## config.mk

```make
export PLATFORM = sky130hd
export DESIGN_NAME = http_chunked_body_decoder
export DESIGN_NICKNAME = d
export VERILOG_FILES = /design/src/hw/rtl/chbd_pkg.sv /design/src/hw/rtl/http_chunked_body_decoder.sv /design/src/hw/rtl/chbd_in_reg.sv /design/src/hw/rtl/chbd_core.sv /design/src/hw/rtl/chbd_out_reg.sv
export SDC_FILE = /design/constraint.sdc
export NUM_CORES = 1
export LEC_CHECK = 0
export ABC_AREA = 1
export ABC_CLOCK_PERIOD_IN_PS = 7800
export BUFFER_PORTS_ARGS = -buffer_cell sky130_fd_sc_hd__buf_4
export CELL_PAD_IN_SITES_DETAIL_PLACEMENT = 0
export CELL_PAD_IN_SITES_GLOBAL_PLACEMENT = 1
export CORE_MARGIN = 10
export CORE_UTILIZATION = 48
export CTS_BUF_LIST = sky130_fd_sc_hd__clkbuf_8
export DETAILED_ROUTE_END_ITERATION = 10
export MAX_ROUTING_LAYER = met4
export PLACE_DENSITY_LB_ADDON = 0.1
export SLEW_MARGIN = 10
export SYNTH_ARGS = -nofsm -noshare
export SYNTH_HDL_FRONTEND = slang
export SYNTH_SLANG_ARGS = --single-unit
```

## constraint.sdc

```tcl
create_clock -name i_clk -period 7.8 [get_ports i_clk]
set_input_delay 1.56 -clock i_clk [delete_from_list [all_inputs] [get_ports i_clk]]
set_output_delay 1.56 -clock i_clk [all_outputs]
set_load 0.05 [all_outputs]
```

## src/hw/rtl/chbd_pkg.sv

```systemverilog
// Package for the chunked body decoder: transfer structs, length constants,
// character classification and saturation helpers. No dependencies.
`timescale 1ns / 1ps

package chbd_pkg;

    // Internal length width; totals and chunk sizes saturate at its maximum.
    localparam int LEN_BITS = 32;
    localparam logic [LEN_BITS-1:0] LEN_MAX = {LEN_BITS{1'b1}};
    localparam logic [63:0] LEN_MAX64 = 64'(LEN_MAX);

    localparam int OUT_LEN_BITS = 32;
    localparam int CFG_BITS = 32;

    // Configuration register indexes
    localparam logic CFG_CHUNKED_MODE   = 1'b0;
    localparam logic CFG_CONTENT_LENGTH = 1'b1;

    localparam logic [7:0] CH_LF = 8'h0A;

    typedef struct packed {
        logic [7:0] data_byte;
        logic       begin_req;
    } t_in_item;

    typedef struct packed {
        logic [7:0]              payload_byte;
        logic                    has_data;
        logic                    body_end;
        logic [OUT_LEN_BITS-1:0] total_length;
        logic                    length_overflow;
    } t_out_item;

    typedef struct packed {
        logic       valid;
        logic [3:0] value;
    } t_hex;

    function automatic t_hex hex_decode(input logic [7:0] c);
        t_hex h;
        h.valid = 1'b1;
        h.value = 4'd0;
        if (c >= 8'h30 && c <= 8'h39) begin
            h.value = 4'(c - 8'h30);
        end else if (c >= 8'h61 && c <= 8'h66) begin
            h.value = 4'(c - 8'h57);
        end else if (c >= 8'h41 && c <= 8'h46) begin
            h.value = 4'(c - 8'h37);
        end else begin
            h.valid = 1'b0;
        end
        return h;
    endfunction

    // Space, tab, VT, FF, CR
    function automatic logic is_blank(input logic [7:0] c);
        return (c == 8'h20) || (c == 8'h09) || (c == 8'h0B) || (c == 8'h0C) || (c == 8'h0D);
    endfunction

    // Clamp an internal total onto the 32-bit result field.
    function automatic logic [OUT_LEN_BITS-1:0] clamp_total(input logic [LEN_BITS-1:0] t);
        logic [63:0] t64;
        t64 = 64'(t);
        if (t64 > 64'hFFFF_FFFF) begin
            return {OUT_LEN_BITS{1'b1}};
        end
        return t64[OUT_LEN_BITS-1:0];
    endfunction

endpackage

```

## src/hw/rtl/http_chunked_body_decoder.sv

```systemverilog
// Top level of the HTTP chunked body decoder: input register, decode core,
// result register. Depends on chbd_pkg, chbd_in_reg, chbd_core, chbd_out_reg.
`timescale 1ns / 1ps

// Channel   Dir  Handshake                 Payload
// in        in   i_in_valid / o_in_ready   i_in  (data_byte, begin_req)
// out       out  o_out_valid / i_out_ready o_out (payload_byte, has_data, body_end,
//                                                 total_length, length_overflow)
// cfg       in   i_cfg_we (no wait)        i_cfg_idx, i_cfg_data
//
// One body byte per cycle sustained while the output is not stalled. A byte
// is held in the input register, is decoded in the same cycle it leaves it,
// and its result (if any) shows on o_out the cycle after.
// Bytes that produce no result are simply consumed.
// Reset (synchronous, active low) clears both stage valids, the config
// registers and the decoder state (chunked size-line phase).
// A stalled output holds the input register; the input still takes one byte
// into an empty input register while a result waits.

module http_chunked_body_decoder (
    input  logic                          i_clk,
    input  logic                          i_rst_n,
    input  logic                          i_cfg_we,
    input  logic                          i_cfg_idx,
    input  logic [chbd_pkg::CFG_BITS-1:0] i_cfg_data,
    input  logic                          i_in_valid,
    output logic                          o_in_ready,
    input  chbd_pkg::t_in_item            i_in,
    output logic                          o_out_valid,
    input  logic                          i_out_ready,
    output chbd_pkg::t_out_item           o_out
);
    import chbd_pkg::*;

    logic      stg_valid;
    t_in_item  stg_item;
    logic      advance;
    logic      fire;
    logic      res_valid;
    t_out_item res;

    // A held byte is decoded when the result register can take its outcome
    assign fire = stg_valid && advance;

    chbd_in_reg u_in_reg (
        .i_clk   (i_clk),
        .i_rst_n (i_rst_n),
        .i_valid (i_in_valid),
        .o_ready (o_in_ready),
        .i_item  (i_in),
        .o_valid (stg_valid),
        .o_item  (stg_item),
        .i_take  (advance)
    );

    chbd_core u_core (
        .i_clk       (i_clk),
        .i_rst_n     (i_rst_n),
        .i_cfg_we    (i_cfg_we),
        .i_cfg_idx   (i_cfg_idx),
        .i_cfg_data  (i_cfg_data),
        .i_fire      (fire),
        .i_item      (stg_item),
        .o_res_valid (res_valid),
        .o_res       (res)
    );

    chbd_out_reg u_out_reg (
        .i_clk       (i_clk),
        .i_rst_n     (i_rst_n),
        .o_advance   (advance),
        .i_res_valid (res_valid),
        .i_res       (res),
        .o_valid     (o_out_valid),
        .i_ready     (i_out_ready),
        .o_item      (o_out)
    );

endmodule

```

## src/hw/rtl/chbd_in_reg.sv

```systemverilog
// Input register stage of the chunked body decoder.
// Depends on chbd_pkg.
`timescale 1ns / 1ps

module chbd_in_reg (
    input  logic              i_clk,
    input  logic              i_rst_n,
    input  logic              i_valid,
    output logic              o_ready,
    input  chbd_pkg::t_in_item i_item,
    output logic              o_valid,
    output chbd_pkg::t_in_item o_item,
    input  logic              i_take
);
    import chbd_pkg::*;

    logic     r_valid;
    t_in_item r_item;

    // Free slot, or the held item moves on this cycle
    assign o_ready = !r_valid || i_take;

    always_ff @(posedge i_clk) begin
        if (!i_rst_n) begin
            r_valid <= 1'b0;
        end else if (o_ready) begin
            r_valid <= i_valid;
        end
    end

    always_ff @(posedge i_clk) begin
        if (o_ready && i_valid) begin
            r_item <= i_item;
        end
    end

    assign o_valid = r_valid;
    assign o_item  = r_item;

endmodule

```

## src/hw/rtl/chbd_core.sv

```systemverilog
// Decoder state and per-byte next-state logic; holds the config registers.
// Depends on chbd_pkg.
`timescale 1ns / 1ps

module chbd_core (
    input  logic                        i_clk,
    input  logic                        i_rst_n,
    input  logic                        i_cfg_we,
    input  logic                        i_cfg_idx,
    input  logic [chbd_pkg::CFG_BITS-1:0] i_cfg_data,
    input  logic                        i_fire,
    input  chbd_pkg::t_in_item          i_item,
    output logic                        o_res_valid,
    output chbd_pkg::t_out_item         o_res
);
    import chbd_pkg::*;

    typedef enum logic [2:0] {
        PH_SIZE,
        PH_DATA,
        PH_TAIL,
        PH_FINAL,
        PH_DONE,
        PH_FIXED
    } t_phase;

    logic                r_chunked_mode;
    logic [CFG_BITS-1:0] r_content_length;

    t_phase              r_phase,   n_phase;
    logic [LEN_BITS-1:0] r_size_acc, n_size_acc;
    logic                r_hex_stopped, n_hex_stopped;
    logic                r_hex_seen, n_hex_seen;
    logic [LEN_BITS-1:0] r_remaining, n_remaining;
    logic [LEN_BITS-1:0] r_total, n_total;
    logic                r_overflow, n_overflow;

    logic [7:0]          c;
    t_hex                hx;
    logic [63:0]         cl64;
    logic                cl_ovf;
    logic                emit, emit_data, emit_end;

    assign c    = i_item.data_byte;
    assign hx   = hex_decode(c);
    assign cl64 = 64'(r_content_length);
    assign cl_ovf = cl64 > LEN_MAX64;

    always_comb begin
        n_phase       = r_phase;
        n_size_acc    = r_size_acc;
        n_hex_stopped = r_hex_stopped;
        n_hex_seen    = r_hex_seen;
        n_remaining   = r_remaining;
        n_total       = r_total;
        n_overflow    = r_overflow;
        emit          = 1'b0;
        emit_data     = 1'b0;
        emit_end      = 1'b0;

        // New body: clear, sample config, then handle this byte
        if (i_item.begin_req) begin
            n_size_acc    = '0;
            n_hex_stopped = 1'b0;
            n_hex_seen    = 1'b0;
            n_total       = '0;
            n_overflow    = 1'b0;
            n_remaining   = '0;
            n_phase       = PH_SIZE;
            if (!r_chunked_mode) begin
                n_phase     = PH_FIXED;
                n_overflow  = cl_ovf;
                n_remaining = cl_ovf ? LEN_MAX : LEN_BITS'(cl64);
            end
        end

        case (n_phase)
            PH_SIZE: begin
                if (c == CH_LF) begin
                    n_hex_stopped = 1'b0;
                    n_hex_seen    = 1'b0;
                    if (n_size_acc == '0) begin
                        n_phase = PH_FINAL;
                    end else begin
                        n_remaining = n_size_acc;
                        n_size_acc  = '0;
                        n_phase     = PH_DATA;
                    end
                end else if (n_hex_stopped) begin
                    // rest of size line ignored
                end else if (!n_hex_seen && is_blank(c)) begin
                    // leading blank skipped
                end else if (!hx.valid) begin
                    n_hex_stopped = 1'b1;
                end else begin
                    n_hex_seen = 1'b1;
                    if (n_size_acc > (LEN_MAX >> 4)) begin
                        n_size_acc = LEN_MAX;
                        n_overflow = 1'b1;
                    end else begin
                        n_size_acc = {n_size_acc[LEN_BITS-5:0], hx.value};
                    end
                end
            end
            PH_DATA: begin
                if (n_total == LEN_MAX) begin
                    n_overflow = 1'b1;
                end else begin
                    n_total = n_total + 1'b1;
                end
                n_remaining = n_remaining - 1'b1;
                if (n_remaining == '0) begin
                    n_phase = PH_TAIL;
                end
                emit      = 1'b1;
                emit_data = 1'b1;
            end
            PH_TAIL: begin
                if (c == CH_LF) begin
                    n_phase = PH_SIZE;
                end
            end
            PH_FINAL: begin
                if (c == CH_LF) begin
                    n_phase  = PH_DONE;
                    emit     = 1'b1;
                    emit_end = 1'b1;
                end
            end
            PH_FIXED: begin
                emit = 1'b1;
                if (n_remaining == '0) begin
                    n_phase  = PH_DONE;
                    emit_end = 1'b1;
                end else begin
                    if (n_total == LEN_MAX) begin
                        n_overflow = 1'b1;
                    end else begin
                        n_total = n_total + 1'b1;
                    end
                    n_remaining = n_remaining - 1'b1;
                    emit_data   = 1'b1;
                    if (n_remaining == '0) begin
                        n_phase  = PH_DONE;
                        emit_end = 1'b1;
                    end
                end
            end
            default: begin
                // body finished: ignore until next begin_req
            end
        endcase
    end

    assign o_res_valid           = i_fire && emit;
    assign o_res.payload_byte    = emit_data ? c : 8'h00;
    assign o_res.has_data        = emit_data;
    assign o_res.body_end        = emit_end;
    assign o_res.total_length    = clamp_total(n_total);
    assign o_res.length_overflow = n_overflow;

    always_ff @(posedge i_clk) begin
        if (!i_rst_n) begin
            r_chunked_mode   <= 1'b0;
            r_content_length <= '0;
            r_phase          <= PH_SIZE;
            r_size_acc       <= '0;
            r_hex_stopped    <= 1'b0;
            r_hex_seen       <= 1'b0;
            r_remaining      <= '0;
            r_total          <= '0;
            r_overflow       <= 1'b0;
        end else begin
            if (i_cfg_we) begin
                case (i_cfg_idx)
                    CFG_CHUNKED_MODE:   r_chunked_mode   <= i_cfg_data[0];
                    CFG_CONTENT_LENGTH: r_content_length <= i_cfg_data;
                    default: ;
                endcase
            end
            if (i_fire) begin
                r_phase       <= n_phase;
                r_size_acc    <= n_size_acc;
                r_hex_stopped <= n_hex_stopped;
                r_hex_seen    <= n_hex_seen;
                r_remaining   <= n_remaining;
                r_total       <= n_total;
                r_overflow    <= n_overflow;
            end
        end
    end

endmodule

```

## src/hw/rtl/chbd_out_reg.sv

```systemverilog
// Result register stage of the chunked body decoder.
// Depends on chbd_pkg.
`timescale 1ns / 1ps

module chbd_out_reg (
    input  logic                i_clk,
    input  logic                i_rst_n,
    output logic                o_advance,
    input  logic                i_res_valid,
    input  chbd_pkg::t_out_item i_res,
    output logic                o_valid,
    input  logic                i_ready,
    output chbd_pkg::t_out_item o_item
);
    import chbd_pkg::*;

    logic      r_valid;
    t_out_item r_item;

    // Register can take a new result when empty or being drained
    assign o_advance = !r_valid || i_ready;

    always_ff @(posedge i_clk) begin
        if (!i_rst_n) begin
            r_valid <= 1'b0;
        end else if (o_advance) begin
            r_valid <= i_res_valid;
        end
    end

    always_ff @(posedge i_clk) begin
        if (o_advance && i_res_valid) begin
            r_item <= i_res;
        end
    end

    assign o_valid = r_valid;
    assign o_item  = r_item;

endmodule

```

==> results.py <==
metrics = {
    "route": {
        "drtAntennaViolNets": 0,
        "via_per_inst": 5.54,
        "drc": 0,
        "drt_iter0_markers": 1113,
        "routedWlPerCell_um": 17.6,
        "num_vias": 12053,
        "routed_wl_um": 38300,
        "drt-pass1-iter-count": 5,
    },
    "critical_path": {
        "worstPathArrival_ns": 5.45,
        "reg2reg_depth": 19,
        "timing.rr.end": "u_core.r_total[12]",
        "path_max_fanout": 59,
        "worstReg2RegStart": "u_in_reg.o_item[0]",
        "start_kind": "register",
        "worstPathRequired_ns": 8.20,
        "path_class": "reg -> reg",
        "reg2reg_setup_slack_ns": 2.75,
        "end_kind": "register",
    },
    "placed_design": {
        "gp_congestion": 0.955,
        "numPortBuffers": 91,
        "dpl.hpwl_um": 26700,
    },
    "global_routing": {
        "overflow": 0,
        "grt_pass1_vias": 11178,
        "track_usage_pct": 24.6,
        "grt_antenna_before_repair": 1,
        "grt_max_degree": 98,
        "grt_pass1_wl_um": 60900,
    },
    "pwr": {
        "p_leak_nw": 5.49,
        "ir_worst_vdd_mv": 0.125,
        "total_power_mw": 2.39,
        "p_per_area_nw_per_um2": 183,
    },
    "floorplan": {
        "core-area_um2": 24400,
        "start_util_pct": 49.1,
        "die_w_um": 178,
        "die_h_um": 178,
        "ios": 92,
        "dieArea_um2": 31600,
        "rows": 57,
    },
    "worst_hold_path": {
        "hp-class": "reg -> reg",
        "hold_path_startpoint": "u_core.r_size_acc[31]",
        "worst_hold_path.num_cells": 2,
        "hold_path_end": "u_core.r_size_acc[31]",
    },
    "clock_tree": {
        "cts_tree": "built",
        "cts_buffer_depth": 2,
        "clkLatencyLatePin_ns": 0.51,
        "clkTransAtPathRegs_ns": 0.11,
        "hold_buffers": 0,
        "h-tree-depth": 4,
        "clock-sinks": 189,
        "cts_buffers": 17,
        "cts-resized-gates": 0,
        "ctsRootBufferMaster": "clkbuf_8",
        "post_cts.repair.setup_buffers": 0,
    },
    "synth": {
        "ys_ff_latch": 189,
        "ys_warn_count": 0,
        "syn-num-nets": 1867,
        "ys_types": 56,
        "synthCells": 1812,
        "synth.area.top_cells": "dfxtp_1 (23%), edfxtp_1 (13%), nand2_1 (13%)",
        "synth_most_common_cell": "nand2_1",
        "yosysTopAreaCell": "dfxtp_1",
        "async_flop_share_pct": 0,
        "syn_area_per_cell_um2": 6.60,
        "synth_top_area_share_pct": 22.9,
        "synth_edf_count": 52,
        "ys.flop_type": "dfxtp_1",
        "synth-seq-area-share_pct": 36.0,
        "netlist_area_um2": 12000,
        "synth_common_cells": "nand2_1 (405), nor2_1 (264), inv_1 (194), a21oi_1 (155), o21ai_0 (141)",
    },
    "sta": {
        "hold_violations": 0,
        "rsz0062_at_grt": "no",
        "tns_ns": 0,
        "fmax_mhz": 198,
        "worst_pin_slew_ns": 1.07,
        "period_needed_ns": 5.05,
        "fin_skew_ns": 0.0195,
        "finalMaxSlewViolations": 0,
        "setup_viol": 0,
        "relSlewSlack_pct": 28.8,
        "finalCritPeriodShare_pct": 64.7,
    },
    "layout": {
        "drive_gt1_share_pct": 10.8,
        "area_growth_pct": 9.48,
        "fin_nets": 1891,
    },
    "run_status": {
        "status": "completed",
    },
    "job": {
        "cap_violations": 0,
    },
}
-- sequential cells by signal (all words and copies together), names as in the netlist --
signal and count:
u_core.r_chunked_mode 1, u_core.r_content_length 32, u_core.r_hex_seen 1, u_core.r_hex_stopped 1
u_core.r_overflow 1, u_core.r_phase 3, u_core.r_remaining 32, u_core.r_size_acc 32
u_core.r_total 32, u_in_reg.o_item 9, u_in_reg.o_valid 1, u_out_reg.o_item 43
u_out_reg.o_valid 1
-- layer usage --
metal,share of wire [%],GRT usage [%],wire length (um)
met1,48,33.8,18400
met2,45,38.0,17400
met3,5.9,3.80,2270
met4,0.70,4.34,267
met5,0,-,0
-- logic make-up (layout without fill, tap and decap cells) --
logic type	count (synthesis)	in the layout	synth area share, %
AND/OR/NAND/NOR	872	872	30.8
AO/OA/AOI/OAI	411	411	19.7
buffers and inverters	305	342	10.5
flip-flops	189	189	36.0
XOR/XNOR	26	26	2.03
adder cells (fa/ha/maj)	8	8	0.837
multiplexers	1	1	0.0837
other	0	1	0
-- where the power goes --
| part | internal (mW) | switching (mW) |
|---|---|---|
| sequential | 1.06 | 0.0303 |
| combinational | 0.177 | 0.441 |
| clock | 0.244 | 0.439 |
-- placed cells by master (no fill, tap or decap), drive strengths merged, types with 3 or more instances in the layout --
| cell type | instances |
|---|---|
| nand2 | 418 |
| nor2 | 289 |
| inv | 214 |
| o21ai | 163 |
| a21oi | 155 |
| dfxtp | 137 |
| nand3 | 104 |
| buf | 102 |
| edfxtp | 52 |
| o221ai | 33 |
| o211ai | 32 |
| xor2 | 24 |
| nor3 | 24 |
| nand4 | 23 |
| clkbuf | 17 |
| a221oi | 10 |
| ha | 8 |
| clkinv | 8 |
| nor4 | 7 |
| a31oi | 3 |
| o311ai | 3 |
| or2 | 3 |
-- area by class of cell --
type | count | area [um^2]
Antenna cell | 1 | 2.50
Clock buffer | 17 | 234
Clock inverter | 15 | 165
Fill cell | 2505 | 11300
Inverter | 208 | 783
Multi-Input combinational cell | 1318 | 6430
Sequential cell | 189 | 4300
Tap cell | 324 | 405
Timing Repair Buffer | 102 | 778
-- worst max-delay path, cell delays in order, from the launching register on --
cell and delay (ns):
edfxtp_1 0.82, inv_4 0.45, nand2_1 0.17, nand2_1 0.08
inv_1 0.13, ha_1 0.21, nand3_1 0.10, nor2_2 0.18
inv_1 0.09, nor2_2 0.18, nand2_2 0.10, nor2_4 0.29
nand2_4 0.14, nand2_2 0.73, inv_2 0.50, nand2_1 0.30
nor2_1 0.09, xor2_1 0.15, o21ai_0 0.16, inv_1 0.05
-- per-stage QoR --
step / cells / util (%) / hold slack [ns] / cell area (um^2) / setup WS, ns
after floorplan: 1812 / - / 0.430 / 12000 / 3.20
after global placement: 2141 / 52.1 / 0.451 / 12700 / 2.96
after detailed placement: 2141 / 52.1 / 0.455 / 12700 / 2.82
after CTS: 2173 / 53.7 / 0.472 / 13100 / 2.82
after global routing: 2174 / 53.7 / 0.486 / 13100 / 2.38
final: 2174 / 53.7 / 0.470 / 13100 / 2.75
-- worst max path at each step --
stage,depth (start not counted),endpoint,from
floorplan,5,u_out_reg.o_item[0],i_out_ready
global placement,19,u_core.r_total[12],u_in_reg.o_item[0]
detailed placement,19,u_core.r_total[12],u_in_reg.o_item[0]
CTS,19,u_core.r_total[12],u_in_reg.o_item[0]
global route,19,u_core.r_total[12],u_in_reg.o_item[0]
finish,19,u_core.r_total[12],u_in_reg.o_item[0]
Power figures use the tool's default switching activity.
